<file path="config.mk">
export PLATFORM = sky130hd
export DESIGN_NAME = arp_resolver_with_pending_queue_unit
export DESIGN_NICKNAME = d
export VERILOG_FILES = /design/src/arpr_pkg.sv /design/src/arpr_out_stage.sv /design/src/arp_resolver_with_pending_queue_unit.sv
export VERILOG_INCLUDE_DIRS = /design/src /design/src/src
export SDC_FILE = /design/constraint.sdc
export NUM_CORES = 2
export LEC_CHECK = 0
export BUFFER_PORTS_ARGS = -buffer_cell sky130_fd_sc_hd__buf_2
export CAP_MARGIN = 20
export CORE_AREA = 2 2 682 684
export CTS_BUF_LIST = sky130_fd_sc_hd__clkbuf_8
export CTS_CLUSTER_DIAMETER = 150
export DETAILED_ROUTE_END_ITERATION = 10
export DIE_AREA = 0 0 684 686
export PLACE_DENSITY = 0.53
export SYNTH_ARGS = -nofsm -noshare
export SYNTH_HDL_FRONTEND = slang
export SYNTH_SLANG_ARGS = --single-unit
</file>
<file path="constraint.sdc">
create_clock -name clk -period 11.15 [get_ports clk]
set_input_delay 0.5575 -clock clk [delete_from_list [all_inputs] [get_ports clk]]
set_output_delay 0.5575 -clock clk [all_outputs]
set_load 0.02 [all_outputs]
</file>
<file path="src/arp_resolver_with_pending_queue_unit_assert.svh">
// Assertion macros for the ARP resolver.
// Each expects clk and rst_n to be in scope where it is used.
`ifndef ARP_RESOLVER_WITH_PENDING_QUEUE_UNIT_ASSERT_SVH
`define ARP_RESOLVER_WITH_PENDING_QUEUE_UNIT_ASSERT_SVH

// condition in the same cycle
`define ARPR_ASSERT_NOW(lbl, ante, cons, msg) \
  lbl: assert property (@(posedge clk) disable iff (!rst_n) (ante) |-> (cons)) \
    else $error(msg);

// condition in the following cycle
`define ARPR_ASSERT_NEXT(lbl, ante, cons, msg) \
  lbl: assert property (@(posedge clk) disable iff (!rst_n) (ante) |=> (cons)) \
    else $error(msg);

`endif

</file>
<file path="src/arpr_pkg.sv">
// Shared types and constants of the ARP resolver.
// No dependencies; used by all modules of the block.
package arpr_pkg;

  localparam int MAC_W     = 48;
  localparam int IP_W      = 32;
  localparam int TIME_W    = 32;
  localparam int TAG_W     = 16;
  localparam int ELAPSED_W = 16;
  localparam int CFG_IDX_W = 2;

  // item actions
  localparam logic [1:0] ACT_SEND = 2'd0;
  localparam logic [1:0] ACT_ARP  = 2'd1;
  localparam logic [1:0] ACT_TICK = 2'd2;

  // result kinds
  localparam logic [1:0] KIND_IPV4    = 2'd0;
  localparam logic [1:0] KIND_REQUEST = 2'd1;
  localparam logic [1:0] KIND_REPLY   = 2'd2;
  localparam logic [1:0] KIND_DROP    = 2'd3;

  // register indexes
  localparam logic [CFG_IDX_W-1:0] CFG_OWN_MAC  = 2'd0;
  localparam logic [CFG_IDX_W-1:0] CFG_OWN_IP   = 2'd1;
  localparam logic [CFG_IDX_W-1:0] CFG_LIFETIME = 2'd2;
  localparam logic [CFG_IDX_W-1:0] CFG_HOLDOFF  = 2'd3;

  localparam logic [TIME_W-1:0] LIFETIME_RST = 32'd30000;
  localparam logic [TIME_W-1:0] HOLDOFF_RST  = 32'd5000;
  localparam logic [MAC_W-1:0]  MAC_BCAST    = '1;

  typedef struct packed {
    logic [1:0]           action;
    logic [IP_W-1:0]      hop_ip;
    logic [TAG_W-1:0]     datagram_tag;
    logic [MAC_W-1:0]     frame_dst_mac;
    logic                 arp_is_reply;
    logic [IP_W-1:0]      sender_ip;
    logic [MAC_W-1:0]     sender_mac;
    logic [IP_W-1:0]      target_ip;
    logic [ELAPSED_W-1:0] elapsed_ms;
  } in_item_t;

  typedef struct packed {
    logic [1:0]       frame_kind;
    logic [MAC_W-1:0] dst_mac;
    logic [IP_W-1:0]  arp_target_ip;
    logic [MAC_W-1:0] arp_target_mac;
    logic [TAG_W-1:0] out_tag;
    logic             last;
  } out_item_t;

  // control from the sequencer to the output stage
  typedef struct packed {
    logic      emit;
    logic      finish;
    out_item_t item;
  } emit_t;

endpackage

</file>
<file path="src/arpr_out_stage.sv">
// Output stage of the ARP resolver: holds one result back so the last flag
// is known when it leaves. Depends on arpr_pkg.
module arpr_out_stage import arpr_pkg::*; (
  input  logic      clk,
  input  logic      rst_n,
  input  emit_t     ctl,
  output logic      out_valid,
  output out_item_t out_item
);

  logic      pend_vld_r;
  out_item_t pend_r;
  logic      out_valid_r;
  out_item_t out_item_r;
  out_item_t held;

  // held item leaves with last set only when the sequencer finishes
  always_comb begin
    held      = pend_r;
    held.last = ctl.finish;
  end

  always_ff @(posedge clk) begin
    if (!rst_n) begin
      pend_vld_r  <= 1'b0;
      out_valid_r <= 1'b0;
    end else begin
      if (ctl.emit || ctl.finish) begin
        out_valid_r <= pend_vld_r;
        out_item_r  <= held;
      end else begin
        out_valid_r <= 1'b0;
      end
      if (ctl.emit) begin
        pend_r     <= ctl.item;
        pend_vld_r <= 1'b1;
      end else if (ctl.finish) begin
        pend_vld_r <= 1'b0;
      end
    end
  end

  assign out_valid = out_valid_r;
  assign out_item  = out_item_r;

endmodule

</file>
<file path="src/arp_resolver_with_pending_queue_unit.sv">
// ARP resolver. An item is taken when start is high and busy is low. Busy
// then stays high while the item is worked: a tick or a send scans the
// cache, a send that misses then pushes to the pending queue and scans the
// request table, a matching ARP item scans the cache, learns the sender and
// scans the queue, and an ignored item goes straight to the done state;
// each scan reads its memory through that memory's one read port. Results
// appear on out_item for one cycle each, flagged by out_valid, with
// out_item.last on the final one; the receiver cannot stall them. A result
// leaves the cycle after the next one is formed; the last is on the output
// in the first cycle in which busy is low.
module arp_resolver_with_pending_queue_unit import arpr_pkg::*; #(
  parameter int CACHE_ENTRIES   = 16,
  parameter int REQUEST_ENTRIES = 8,
  parameter int QUEUE_ENTRIES   = 16,
  parameter int TAG_BITS        = 16
) (
  input  logic                 clk,
  input  logic                 rst_n,
  input  logic                 start,
  output logic                 busy,
  input  in_item_t             in_item,
  output logic                 out_valid,
  output out_item_t            out_item,
  input  logic                 cfg_we,
  input  logic [CFG_IDX_W-1:0] cfg_index,
  input  logic [MAC_W-1:0]     cfg_wdata
);

  `include "arp_resolver_with_pending_queue_unit_assert.svh"

  localparam int CAW = (CACHE_ENTRIES > 1) ? $clog2(CACHE_ENTRIES) : 1;
  localparam int CCW = $clog2(CACHE_ENTRIES + 1);
  localparam int RAW = (REQUEST_ENTRIES > 1) ? $clog2(REQUEST_ENTRIES) : 1;
  localparam int RCW = $clog2(REQUEST_ENTRIES + 1);
  localparam int QAW = (QUEUE_ENTRIES > 1) ? $clog2(QUEUE_ENTRIES) : 1;
  localparam int QCW = $clog2(QUEUE_ENTRIES + 1);
  localparam int SCW = (CCW > RCW) ? ((CCW > QCW) ? CCW : QCW)
                                   : ((RCW > QCW) ? RCW : QCW);

  typedef struct packed {
    logic [IP_W-1:0]   ip;
    logic [MAC_W-1:0]  mac;
    logic [TIME_W-1:0] stamp;
  } cache_ent_t;

  typedef struct packed {
    logic [IP_W-1:0]   ip;
    logic [TIME_W-1:0] stamp;
  } req_ent_t;

  typedef struct packed {
    logic [IP_W-1:0]     ip;
    logic [TAG_BITS-1:0] tag;
  } q_ent_t;

  typedef enum logic [3:0] {
    S_IDLE, S_CSCAN, S_LEARN_WR, S_QPUSH, S_RSCAN, S_RDEC, S_FSCAN, S_FEND, S_DONE
  } state_t;

  state_t state_r;
  logic [1:0]        act_r;
  in_item_t          item_r;
  logic [TIME_W-1:0] now_r;
  logic [MAC_W-1:0]  own_mac_r;
  logic [IP_W-1:0]   own_ip_r;
  logic [TIME_W-1:0] lifetime_r;
  logic [TIME_W-1:0] holdoff_r;

  logic [CACHE_ENTRIES-1:0]   cache_vld_r;
  logic [REQUEST_ENTRIES-1:0] req_vld_r;
  logic [QCW-1:0]             q_cnt_r;
  logic [QCW-1:0]             w_r;

  // scan pipeline
  logic [SCW-1:0] idx_r, ck_r, scan_lim;
  logic           rv_r, scanning, issue, scan_end;

  // cache scan results
  logic              hit_r, free_r;
  logic [CAW-1:0]    hit_idx_r, free_idx_r, best_idx_r;
  logic [MAC_W-1:0]  hit_mac_r;
  logic [TIME_W-1:0] best_age_r;

  // request scan results
  logic              rm_r, rf_r;
  logic [RAW-1:0]    rm_idx_r, rf_idx_r, rb_idx_r;
  logic [TIME_W-1:0] rm_age_r, rb_age_r;

  // memories
  cache_ent_t cache_mem [CACHE_ENTRIES];
  req_ent_t   req_mem   [REQUEST_ENTRIES];
  q_ent_t     q_mem     [QUEUE_ENTRIES];
  cache_ent_t c_rd_r, c_wd;
  req_ent_t   r_rd_r, r_wd;
  q_ent_t     q_rd_r, q_wd;
  logic           c_we, c_re, r_we, r_re, q_we, q_re;
  logic [CAW-1:0] c_wa, c_ck, learn_slot;
  logic [RAW-1:0] r_wa, r_ck, r_slot;
  logic [QAW-1:0] q_wa;

  logic [IP_W-1:0]     key_ip;
  logic [TAG_BITS-1:0] tag_k;
  logic [TIME_W-1:0]   c_age, r_age;
  logic                c_match, r_match, q_full, req_emit, arp_hit;
  emit_t               ctl;

  assign busy     = (state_r != S_IDLE);
  assign key_ip   = (act_r == ACT_SEND) ? item_r.hop_ip : item_r.sender_ip;
  assign tag_k    = TAG_BITS'(item_r.datagram_tag);
  assign c_ck     = ck_r[CAW-1:0];
  assign r_ck     = ck_r[RAW-1:0];
  assign c_age    = now_r - c_rd_r.stamp;
  assign r_age    = now_r - r_rd_r.stamp;
  assign c_match  = cache_vld_r[c_ck] && (c_rd_r.ip == key_ip);
  assign r_match  = req_vld_r[r_ck] && (r_rd_r.ip == key_ip);
  assign q_full   = (q_cnt_r == QCW'(QUEUE_ENTRIES));
  assign req_emit = !(rm_r && (rm_age_r <= holdoff_r));
  assign arp_hit  = ((in_item.frame_dst_mac == own_mac_r) ||
                     (in_item.frame_dst_mac == MAC_BCAST)) &&
                    (in_item.target_ip == own_ip_r);

  assign learn_slot = hit_r ? hit_idx_r : (free_r ? free_idx_r : best_idx_r);
  assign r_slot     = rm_r ? rm_idx_r : (rf_r ? rf_idx_r : rb_idx_r);

  // scan issue: one read per cycle, data checked the cycle after
  always_comb begin
    scanning = 1'b0;
    scan_lim = '0;
    case (state_r)
      S_CSCAN: begin
        scanning = 1'b1;
        scan_lim = SCW'(CACHE_ENTRIES);
      end
      S_RSCAN: begin
        scanning = 1'b1;
        scan_lim = SCW'(REQUEST_ENTRIES);
      end
      S_FSCAN: begin
        scanning = 1'b1;
        scan_lim = SCW'(q_cnt_r);
      end
      default: ;
    endcase
    issue    = scanning && (idx_r < scan_lim);
    scan_end = scanning && !issue && !rv_r;
    c_re     = issue && (state_r == S_CSCAN);
    r_re     = issue && (state_r == S_RSCAN);
    q_re     = issue && (state_r == S_FSCAN);
  end

  // memory writes and result emission
  always_comb begin
    c_we = (state_r == S_LEARN_WR);
    c_wa = learn_slot;
    c_wd = '{ip: item_r.sender_ip, mac: item_r.sender_mac, stamp: now_r};
    r_we = (state_r == S_RDEC) && req_emit;
    r_wa = r_slot;
    r_wd = '{ip: key_ip, stamp: now_r};
    if (state_r == S_QPUSH) begin
      q_we = !q_full;
      q_wa = q_cnt_r[QAW-1:0];
      q_wd = '{ip: key_ip, tag: tag_k};
    end else begin
      q_we = (state_r == S_FSCAN) && rv_r && (q_rd_r.ip != key_ip);
      q_wa = w_r[QAW-1:0];
      q_wd = q_rd_r;
    end

    ctl = '0;
    case (state_r)
      S_CSCAN: begin
        if (scan_end && (act_r == ACT_SEND) && hit_r) begin
          ctl.emit            = 1'b1;
          ctl.item.frame_kind = KIND_IPV4;
          ctl.item.dst_mac    = hit_mac_r;
          ctl.item.out_tag    = TAG_W'(tag_k);
        end
      end
      S_QPUSH: begin
        if (q_full) begin
          ctl.emit            = 1'b1;
          ctl.item.frame_kind = KIND_DROP;
          ctl.item.out_tag    = TAG_W'(tag_k);
        end
      end
      S_RDEC: begin
        if (req_emit) begin
          ctl.emit               = 1'b1;
          ctl.item.frame_kind    = KIND_REQUEST;
          ctl.item.dst_mac       = MAC_BCAST;
          ctl.item.arp_target_ip = key_ip;
        end
      end
      S_FSCAN: begin
        if (rv_r && (q_rd_r.ip == key_ip)) begin
          ctl.emit            = 1'b1;
          ctl.item.frame_kind = KIND_IPV4;
          ctl.item.dst_mac    = item_r.sender_mac;
          ctl.item.out_tag    = TAG_W'(q_rd_r.tag);
        end
      end
      S_FEND: begin
        ctl.emit                = 1'b1;
        ctl.item.frame_kind     = KIND_REPLY;
        ctl.item.dst_mac        = item_r.sender_mac;
        ctl.item.arp_target_ip  = item_r.sender_ip;
        ctl.item.arp_target_mac = item_r.sender_mac;
      end
      S_DONE:  ctl.finish = 1'b1;
      default: ;
    endcase
  end

  // cache memory
  always_ff @(posedge clk) begin
    if (c_we) cache_mem[c_wa] <= c_wd;
    if (c_re) c_rd_r <= cache_mem[idx_r[CAW-1:0]];
  end

  // request table memory
  always_ff @(posedge clk) begin
    if (r_we) req_mem[r_wa] <= r_wd;
    if (r_re) r_rd_r <= req_mem[idx_r[RAW-1:0]];
  end

  // pending queue memory
  always_ff @(posedge clk) begin
    if (q_we) q_mem[q_wa] <= q_wd;
    if (q_re) q_rd_r <= q_mem[idx_r[QAW-1:0]];
  end

  // sequencer
  always_ff @(posedge clk) begin
    if (!rst_n) begin
      state_r     <= S_IDLE;
      now_r       <= '0;
      own_mac_r   <= '0;
      own_ip_r    <= '0;
      lifetime_r  <= LIFETIME_RST;
      holdoff_r   <= HOLDOFF_RST;
      cache_vld_r <= '0;
      req_vld_r   <= '0;
      q_cnt_r     <= '0;
      idx_r       <= '0;
      rv_r        <= 1'b0;
    end else begin
      if (cfg_we) begin
        unique case (cfg_index)
          CFG_OWN_MAC:  own_mac_r  <= cfg_wdata;
          CFG_OWN_IP:   own_ip_r   <= cfg_wdata[IP_W-1:0];
          CFG_LIFETIME: lifetime_r <= cfg_wdata[TIME_W-1:0];
          CFG_HOLDOFF:  holdoff_r  <= cfg_wdata[TIME_W-1:0];
          default: ;
        endcase
      end

      rv_r <= issue;
      ck_r <= idx_r;
      if (issue) idx_r <= idx_r + SCW'(1);

      unique case (state_r)
        S_IDLE: begin
          if (start) begin
            item_r     <= in_item;
            act_r      <= in_item.action;
            idx_r      <= '0;
            hit_r      <= 1'b0;
            free_r     <= 1'b0;
            best_age_r <= '0;
            best_idx_r <= '0;
            rm_r       <= 1'b0;
            rf_r       <= 1'b0;
            rb_age_r   <= '0;
            rb_idx_r   <= '0;
            w_r        <= '0;
            case (in_item.action)
              ACT_SEND: state_r <= S_CSCAN;
              ACT_ARP:  state_r <= arp_hit ? S_CSCAN : S_DONE;
              ACT_TICK: begin
                now_r   <= now_r + TIME_W'(in_item.elapsed_ms);
                state_r <= S_CSCAN;
              end
              default:  state_r <= S_DONE;
            endcase
          end
        end
        S_CSCAN: begin
          if (rv_r) begin
            if (act_r == ACT_TICK) begin
              if (cache_vld_r[c_ck] && (c_age >= lifetime_r)) cache_vld_r[c_ck] <= 1'b0;
            end else begin
              if (c_match && !hit_r) begin
                hit_r     <= 1'b1;
                hit_idx_r <= c_ck;
                hit_mac_r <= c_rd_r.mac;
              end
              if (!cache_vld_r[c_ck] && !free_r) begin
                free_r     <= 1'b1;
                free_idx_r <= c_ck;
              end
              if (c_age > best_age_r) begin
                best_age_r <= c_age;
                best_idx_r <= c_ck;
              end
            end
          end
          if (scan_end) begin
            if (act_r == ACT_SEND)     state_r <= hit_r ? S_DONE : S_QPUSH;
            else if (act_r == ACT_ARP) state_r <= S_LEARN_WR;
            else                       state_r <= S_DONE;
          end
        end
        S_LEARN_WR: begin
          cache_vld_r[learn_slot] <= 1'b1;
          idx_r   <= '0;
          state_r <= S_FSCAN;
        end
        S_QPUSH: begin
          if (!q_full) q_cnt_r <= q_cnt_r + QCW'(1);
          idx_r   <= '0;
          state_r <= S_RSCAN;
        end
        S_RSCAN: begin
          if (rv_r) begin
            if (r_match && !rm_r) begin
              rm_r     <= 1'b1;
              rm_idx_r <= r_ck;
              rm_age_r <= r_age;
            end
            if (!req_vld_r[r_ck] && !rf_r) begin
              rf_r     <= 1'b1;
              rf_idx_r <= r_ck;
            end
            if (r_age > rb_age_r) begin
              rb_age_r <= r_age;
              rb_idx_r <= r_ck;
            end
          end
          if (scan_end) state_r <= S_RDEC;
        end
        S_RDEC: begin
          if (req_emit) req_vld_r[r_slot] <= 1'b1;
          state_r <= S_DONE;
        end
        S_FSCAN: begin
          // kept entries slide down to the write pointer
          if (rv_r && (q_rd_r.ip != key_ip)) w_r <= w_r + QCW'(1);
          if (scan_end) begin
            q_cnt_r <= w_r;
            state_r <= item_r.arp_is_reply ? S_DONE : S_FEND;
          end
        end
        S_FEND:  state_r <= S_DONE;
        S_DONE:  state_r <= S_IDLE;
        default: state_r <= S_IDLE;
      endcase
    end
  end

  arpr_out_stage u_out (
    .clk       (clk),
    .rst_n     (rst_n),
    .ctl       (ctl),
    .out_valid (out_valid),
    .out_item  (out_item)
  );

  `ARPR_ASSERT_NEXT(a_accept_busy, start && !busy, busy, "accepted item did not raise busy")
  `ARPR_ASSERT_NEXT(a_done_idle, state_r == S_DONE, !busy, "busy after finishing an item")
  `ARPR_ASSERT_NOW(a_q_bound, 1'b1, q_cnt_r <= QCW'(QUEUE_ENTRIES), "queue count overflow")
  `ARPR_ASSERT_NOW(a_last_after_done, out_valid && out_item.last, $past(state_r == S_DONE),
    "last result not at end of item")

endmodule

</file>
# Yosys cells after proc, flatten, opt, wreduce, memory -nomap -nowiden
# Memory sizes are Yosys's and may differ from the RTL's. A register that Yosys moved wholly into a read port is not among the register bits.
# Index checks and enable logic that the tools add are counted.
# word_totals
mem_bits_rw	3072
wordCells	289
output_inout_bits	149
memories	3
regBits	819
inputBits	281
# op_classes
order_cmp	12
mux	101
n_eq_ne	40
n_bitwise	6
n_reduce_logical	75
n_addsub	6
# memory_table
name	words	width	rd	rd_ports_with_merged_regs	write_ports	line_no	text
cache_mem	16	112	1	1	1	arp_resolver_with_pending_queue_unit.sv:90	cache_ent_t cache_mem [CACHE_ENTRIES];
q_mem	16	48	1	1	1	arp_resolver_with_pending_queue_unit.sv:92	q_ent_t q_mem [QUEUE_ENTRIES];
req_mem	8	64	1	1	1	arp_resolver_with_pending_queue_unit.sv:91	req_ent_t req_mem [REQUEST_ENTRIES];
# op_table
op	n
$mux 32	7
$pmux 32 s2	3
$pmux 48 s4	1
$mux 48	3
$eq 32x32->1	4
$mux 16	6
$mux 81	1
$gt 32x32->1	2
$mux 4	16
$sub 32x32->32	2
$eq 48x48->1	1
$eq 48x48->1 const B	1
$pmux 16 s3	1
$add 32x16->32	1
$ge 32x32->1	1
$le 32x32->1	1
$ne 32x32->1	1
$pmux 16 s2	1
$mux 1	31
$mux 5	6
$pmux 5 s2	3
$pmux 4 s7	1
$logic_and 1x1->1	25
$reduce_and 5->1	5
other kinds (44)	116

# Longest topological paths before layout
# depth
depth_word	13
mapped_depth	21
depth_no_buf	21

# Cells and area by module
# A second synthesis with hierarchy kept.
# hier_totals
hier_cells	8053
area_unflattened_um2	161204.6
# by_module_without_submodules
module	cells_each	seq_area_each_um2	area_per_inst_um2	n_inst
arp_resolver_with_pending_queue_unit	7753	112558.0	152331.1	1
arpr_out_stage	300	8838.5	8873.5	1

# Worst setup path before layout
# Ideal clock, no wire load.
# synth_timing
path_type	reg2reg
start	register state_r[3]
end	register act_r[0] (enable)
synth_period_minus_slack_ns	10.919
n_path_buf	1
path_slack_ns	0.231
stages_incl_launch_ff	5
t_arrival_ns	10.139
required_ns	10.370
setup_ns	0.780
cell_sequence	dfxtp_1 -> clkbuf_1 -> nor4_1 -> inv_1 -> nor3_1
# synth_via
elab_chain_len	2
# synth_lines
element	line_no	text
start, declared	arp_resolver_with_pending_queue_unit.sv:60	state_t state_r;
start signal, assigned	arp_resolver_with_pending_queue_unit.sv:278	ACT_ARP: state_r <= arp_hit ? S_CSCAN : S_DONE;
start signal, assigned	arp_resolver_with_pending_queue_unit.sv:308	if (act_r == ACT_SEND) state_r <= hit_r ? S_DONE : S_QPUSH;
start signal, assigned	arp_resolver_with_pending_queue_unit.sv:350	state_r <= item_r.arp_is_reply ? S_DONE : S_FEND;
$logic_not 4->1	arp_resolver_with_pending_queue_unit.sv:261	unique case (state_r)
$reduce_and 3->1 (no line)	--	
end signal, assigned	arp_resolver_with_pending_queue_unit.sv:265	act_r <= in_item.action;
end, declared	arp_resolver_with_pending_queue_unit.sv:61	logic [1:0] act_r;
# Every way passes these cells.
# A chain may end at the register's enable or synchronous reset.

# Worst setup path in the final report
# layout_timing
start	register state_r[1]
end	register u_out.out_item_r (netlist bit u_out.out_item[28]) (enable)
# layout_via
elab_chain_len	13
elab_cells_between_ends	22
classes_between	1 x order compare; 7 x eq/ne; 5 x mux; 9 x reduce/logical
# layout_lines
element	line_no	text
$eq 4x3->1 (tied with other cells)	arp_resolver_with_pending_queue_unit.sv:129, arp_resolver_with_pending_queue_unit.sv:170	
$pmux 5 s3 or $reduce_or 3->1 (tied branches)	--	
$lt 5x5->1 or $mux 1 (tied branches)	arp_resolver_with_pending_queue_unit.sv:144, arp_resolver_with_pending_queue_unit.sv:129	
$logic_and 1x1->1	arp_resolver_with_pending_queue_unit.sv:144	issue = scanning && (idx_r < scan_lim);
$logic_not 1->1	arp_resolver_with_pending_queue_unit.sv:145	scan_end = scanning && !issue && !rv_r;
$logic_and 1x1->1 (2 in series)	arp_resolver_with_pending_queue_unit.sv:145	
$logic_and 1x1->1 (2 in series)	arp_resolver_with_pending_queue_unit.sv:172	if (scan_end && (act_r == ACT_SEND) && hit_r) begin
$mux 1	arp_resolver_with_pending_queue_unit.sv:172	
$pmux 1 s5	arp_resolver_with_pending_queue_unit.sv:170	case (state_r)
$logic_or 1x1->1 (*)	arpr_out_stage.sv:28	if (ctl.emit || ctl.finish) begin
$reduce_and 2->1 (no line) (*)	--	
end signal, assigned	arpr_out_stage.sv:30	out_item_r <= held;
end, declared	arpr_out_stage.sv:14	out_item_t out_item_r;
# Every way passes the cells marked *; elsewhere a longest branch is shown, timed or not.

==> metrics <==
max frequency 148 MHz; Clk Latency, worst-skew pair 1.28 ns; reg2reg path depth 14; CP startpoint kind register; CP startpoint state_r[1]$_SDFFE_PN0P_; Area growth, synth to finish 16.6%; Required @ worst endpoint 11.98 ns; unrepaired setup endpoints after global routing no; mean cell area of the mapped netlist 19.9 sq um; Final Max Slew Viols 0; largest net degree at the start of global routing 148; placed insts around 15,000; Hold Crit Class in2reg; initial antenna violation count 24; CP Max Fanout 75; die area about 470,000 sq um; GRT met2 Usage a little under a third; Buf/Inv on CP 5; placed inst area 172,000 sq um; register clock-pin slew on the reported worst setup and hold paths 0.06 ns; final clock skew 0.114 ns; core area 462,000 sq um; Worst Setup Slack, final 4.37 ns; switching share of power around 23%; total congestion overflow 0; # rows 250; Net Sw Power 7.01 mW; final hold viol count 0; worst vdd ir 0.142 mV; Crit. End Element register; commonest non-fill, non-tap cell in the layout edfxtp_1; Post-Syn Instances slightly above 8,000; met1 usage about a quarter; critical path capture point u_out.out_item[28]$_DFFE_PP_; clock root buffer master clkbuf_8; Initial Utilization between 30% and 40%; number of synthesized flops with an enable pin 3,898; fin nets 9,908; R2R setup slack 4.37 ns; Pint approximately 24 mW; vias in the first global route between 80,000 and 90,000; final setup vio count 0; post-layout min period 6.78 ns; GRT Max-Usage Layer met2; DR iter-0 viols 8,740; P_leak 59.7 nW; power per cell area between 150 and 200 nW/um^2; Layout Cells excl Fill 16,143; htree depth 6; critical path depth 14; reg-to-reg critical path startpoint state_r[1]$_SDFFE_PN0P_; syn_nets 8,611; ys flop type edfxtp_1; WP data arrival 7.60 ns; combinational share of power 3.4%; Filler Cell Count 41,228; crit path kind reg2reg; delay-heaviest family, CP buffers and inverters; number of synthesized register bits 4,115; vias per cell 5.26; final wirelength ~450,000 um; routability cong. 0.901; run status completed; GRT Util Overall 19.0%; met3 track demand over resource 3.46%; CTS Sinks slightly above 4,000; relative slew slack 22.1%; asr flop ratio synth 0%; Crit-path slowest cell dfxtp_2; worst slew pin tran ~1.2 ns; Flop pwr share about 56%; Synth Cell Area ~160,000 sq um; drt drc 0; final hold slack 0.117 ns; drt pass-1 iters 6; Ys Warns 0; first-pass GRT wire length 644,000 um; Clock Power Share 40.8%; CP max stage delay 1.00 ns; DP Worst Slack 4.51 ns; Seq/Total Area, Yosys 75.3%; worst r2r dst u_out.out_item[28]$_DFFE_PP_; critical path, cell by cell inv_1, nand3_1, inv_1, buf_4, a21oi_1, ha_1, nand3_1, o21ai_0, a41oi_2, o21ai_4, o31ai_2, nand2_4, buf_12, buf_4; I/O pins 430; via count approximately 85,000; Final Cell Area 188,000 sq um; max_cap viols 0; cts bufs inserted between 600 and 700; Setup TNS 0 ns; IO buf count 429; Clock Tree Buf Depth 4; Post-DRT Antenna Nets 0; layout cells sized above 1 a little over a quarter; fin crit share 60.8%; post-DP HPWL between 200,000 and 300,000 um; WL/cell 28.2 um; CTS tree done; post-layout util just over 40%; die height 686 um; commonest non-fill, non-tap cells in the layout edfxtp_1 (3,898), mux4_2 (935), clkbuf_8 (714); Die Wd 684 um; total power 30.7 mW; Yosys cell types 83
[layout make-up]
cell class                 instances  area (sq um)  area share, %
timing repair buffer             969          7330           3.90
tap                             6174          7720           4.11
sequential                      4115        121000           64.5
antenna                           21          52.6         0.0279
clock inverter                   509          2850           1.52
clock buffer                     714          9830           5.22
inverter                         274          1100          0.585
multi-input combinational       3367         37800           20.1
[cell usage after synthesis (13+ instances only)]
cell type | number | area share, %
xnor2_1 | 130 | 0.71
ha_1 | 214 | 1.7
o21ai_0 | 107 | 0.33
nor4_1 | 35 | 0.14
nand4_1 | 76 | 0.29
nand3_1 | 50 | 0.16
and2_1 | 112 | 0.43
buf_1 | 50 | 0.12
a21oi_1 | 287 | 0.89
inv_1 | 273 | 0.64
a221o_1 | 49 | 0.30
a31oi_1 | 24 | 0.093
nor2b_1 | 22 | 0.085
o211ai_1 | 30 | 0.14
edfxtp_1 | 3898 | 73
and3_1 | 17 | 0.066
xor2_1 | 113 | 0.61
a22oi_1 | 33 | 0.15
clkbuf_1 | 290 | 0.67
dfxtp_1 | 217 | 2.7
a22o_1 | 18 | 0.098
a21o_1 | 63 | 0.29
o21a_1 | 36 | 0.17
mux2i_1 | 22 | 0.14
nor2_1 | 174 | 0.40
mux2_2 | 100 | 0.70
nand2b_1 | 26 | 0.10
o21bai_1 | 14 | 0.065
a211oi_1 | 17 | 0.079
mux4_2 | 935 | 13
buf_2 | 13 | 0.040
nor3_1 | 27 | 0.084
nand2_1 | 455 | 1.1
[cell families (layout without fill, tap and decap cells)]
logic type | count (synthesis) | count (layout) | share of synthesized area, %
compound gates | 787 | 787 | 3.17
flops | 4115 | 4115 | 75.3
fa+ha+maj | 217 | 217 | 1.70
simple gates | 1062 | 1062 | 3.15
mux | 1058 | 1058 | 13.9
other cells | 0 | 21 | 0
buf+inv | 631 | 2466 | 1.49
xor+xnor | 243 | 243 | 1.32
[flip-flops by register name, summed over array words and instances, names as in the netlist, 8 cells and up]
signal and count:
u_out.out_item 147, cache_vld_r 16, own_ip_r 32, c_wd 80, q_mem 768, own_mac_r 48
holdoff_r 32, q_rd_r 48, hit_mac_r 48, rm_age_r 32, req_vld_r 8, lifetime_r 32
req_mem 512, cache_mem 1792, tag_k 16, now_r 32, best_age_r 32, c_rd_r 112
u_out.held 146, rb_age_r 32, item_r 33, r_rd_r 64
[worst min-delay path by stage]
stage                                         end                  from  slack [ns]  cells past startpoint
after floorplan            hit_mac_r[0]$_DFFE_PP_  c_rd_r[32]$_DFFE_PP_        0.40                      0
after global placement    hit_mac_r[39]$_DFFE_PP_  c_rd_r[71]$_DFFE_PP_        0.40                      0
after detailed placement  hit_mac_r[23]$_DFFE_PP_  c_rd_r[55]$_DFFE_PP_        0.40                      0
after CTS                   item_r[209]$_DFFE_PP_          in_item[209]       0.004                      2
after global routing           c_wd[95]$_DFFE_PP_          in_item[111]        0.08                      2
final                          c_wd[84]$_DFFE_PP_          in_item[100]        0.12                      2
[repair_timing]
| item | 4_1_cts | 5_1_grt |
|---|---|---|
| hold endpoints to repair | 315 | 0 |
| buffers inserted | 0 | 0 |
| hold buffers | 328 | 0 |
| gates resized for setup | 0 | 0 |
[layer usage]
layer,wire (um),up-vias
met2,215000,3175
met4,11300,6
met5,31,-
li1,-,35696
met1,197000,45443
met3,31100,651
[power by group through the flow]
stage          clock network [mW]  logic [mW]  registers (mW)
4_1_cts                      12.8        1.03            17.2
6_report                     12.5        1.04            17.2
2_1_floorplan                   0       0.486            17.4
3_3_place_gp                    0       0.916            17.5
5_1_grt                      13.5        1.12            17.2
3_5_place_dp                    0       0.933            17.5
Note: power is estimated with default switching activity, not from simulation.
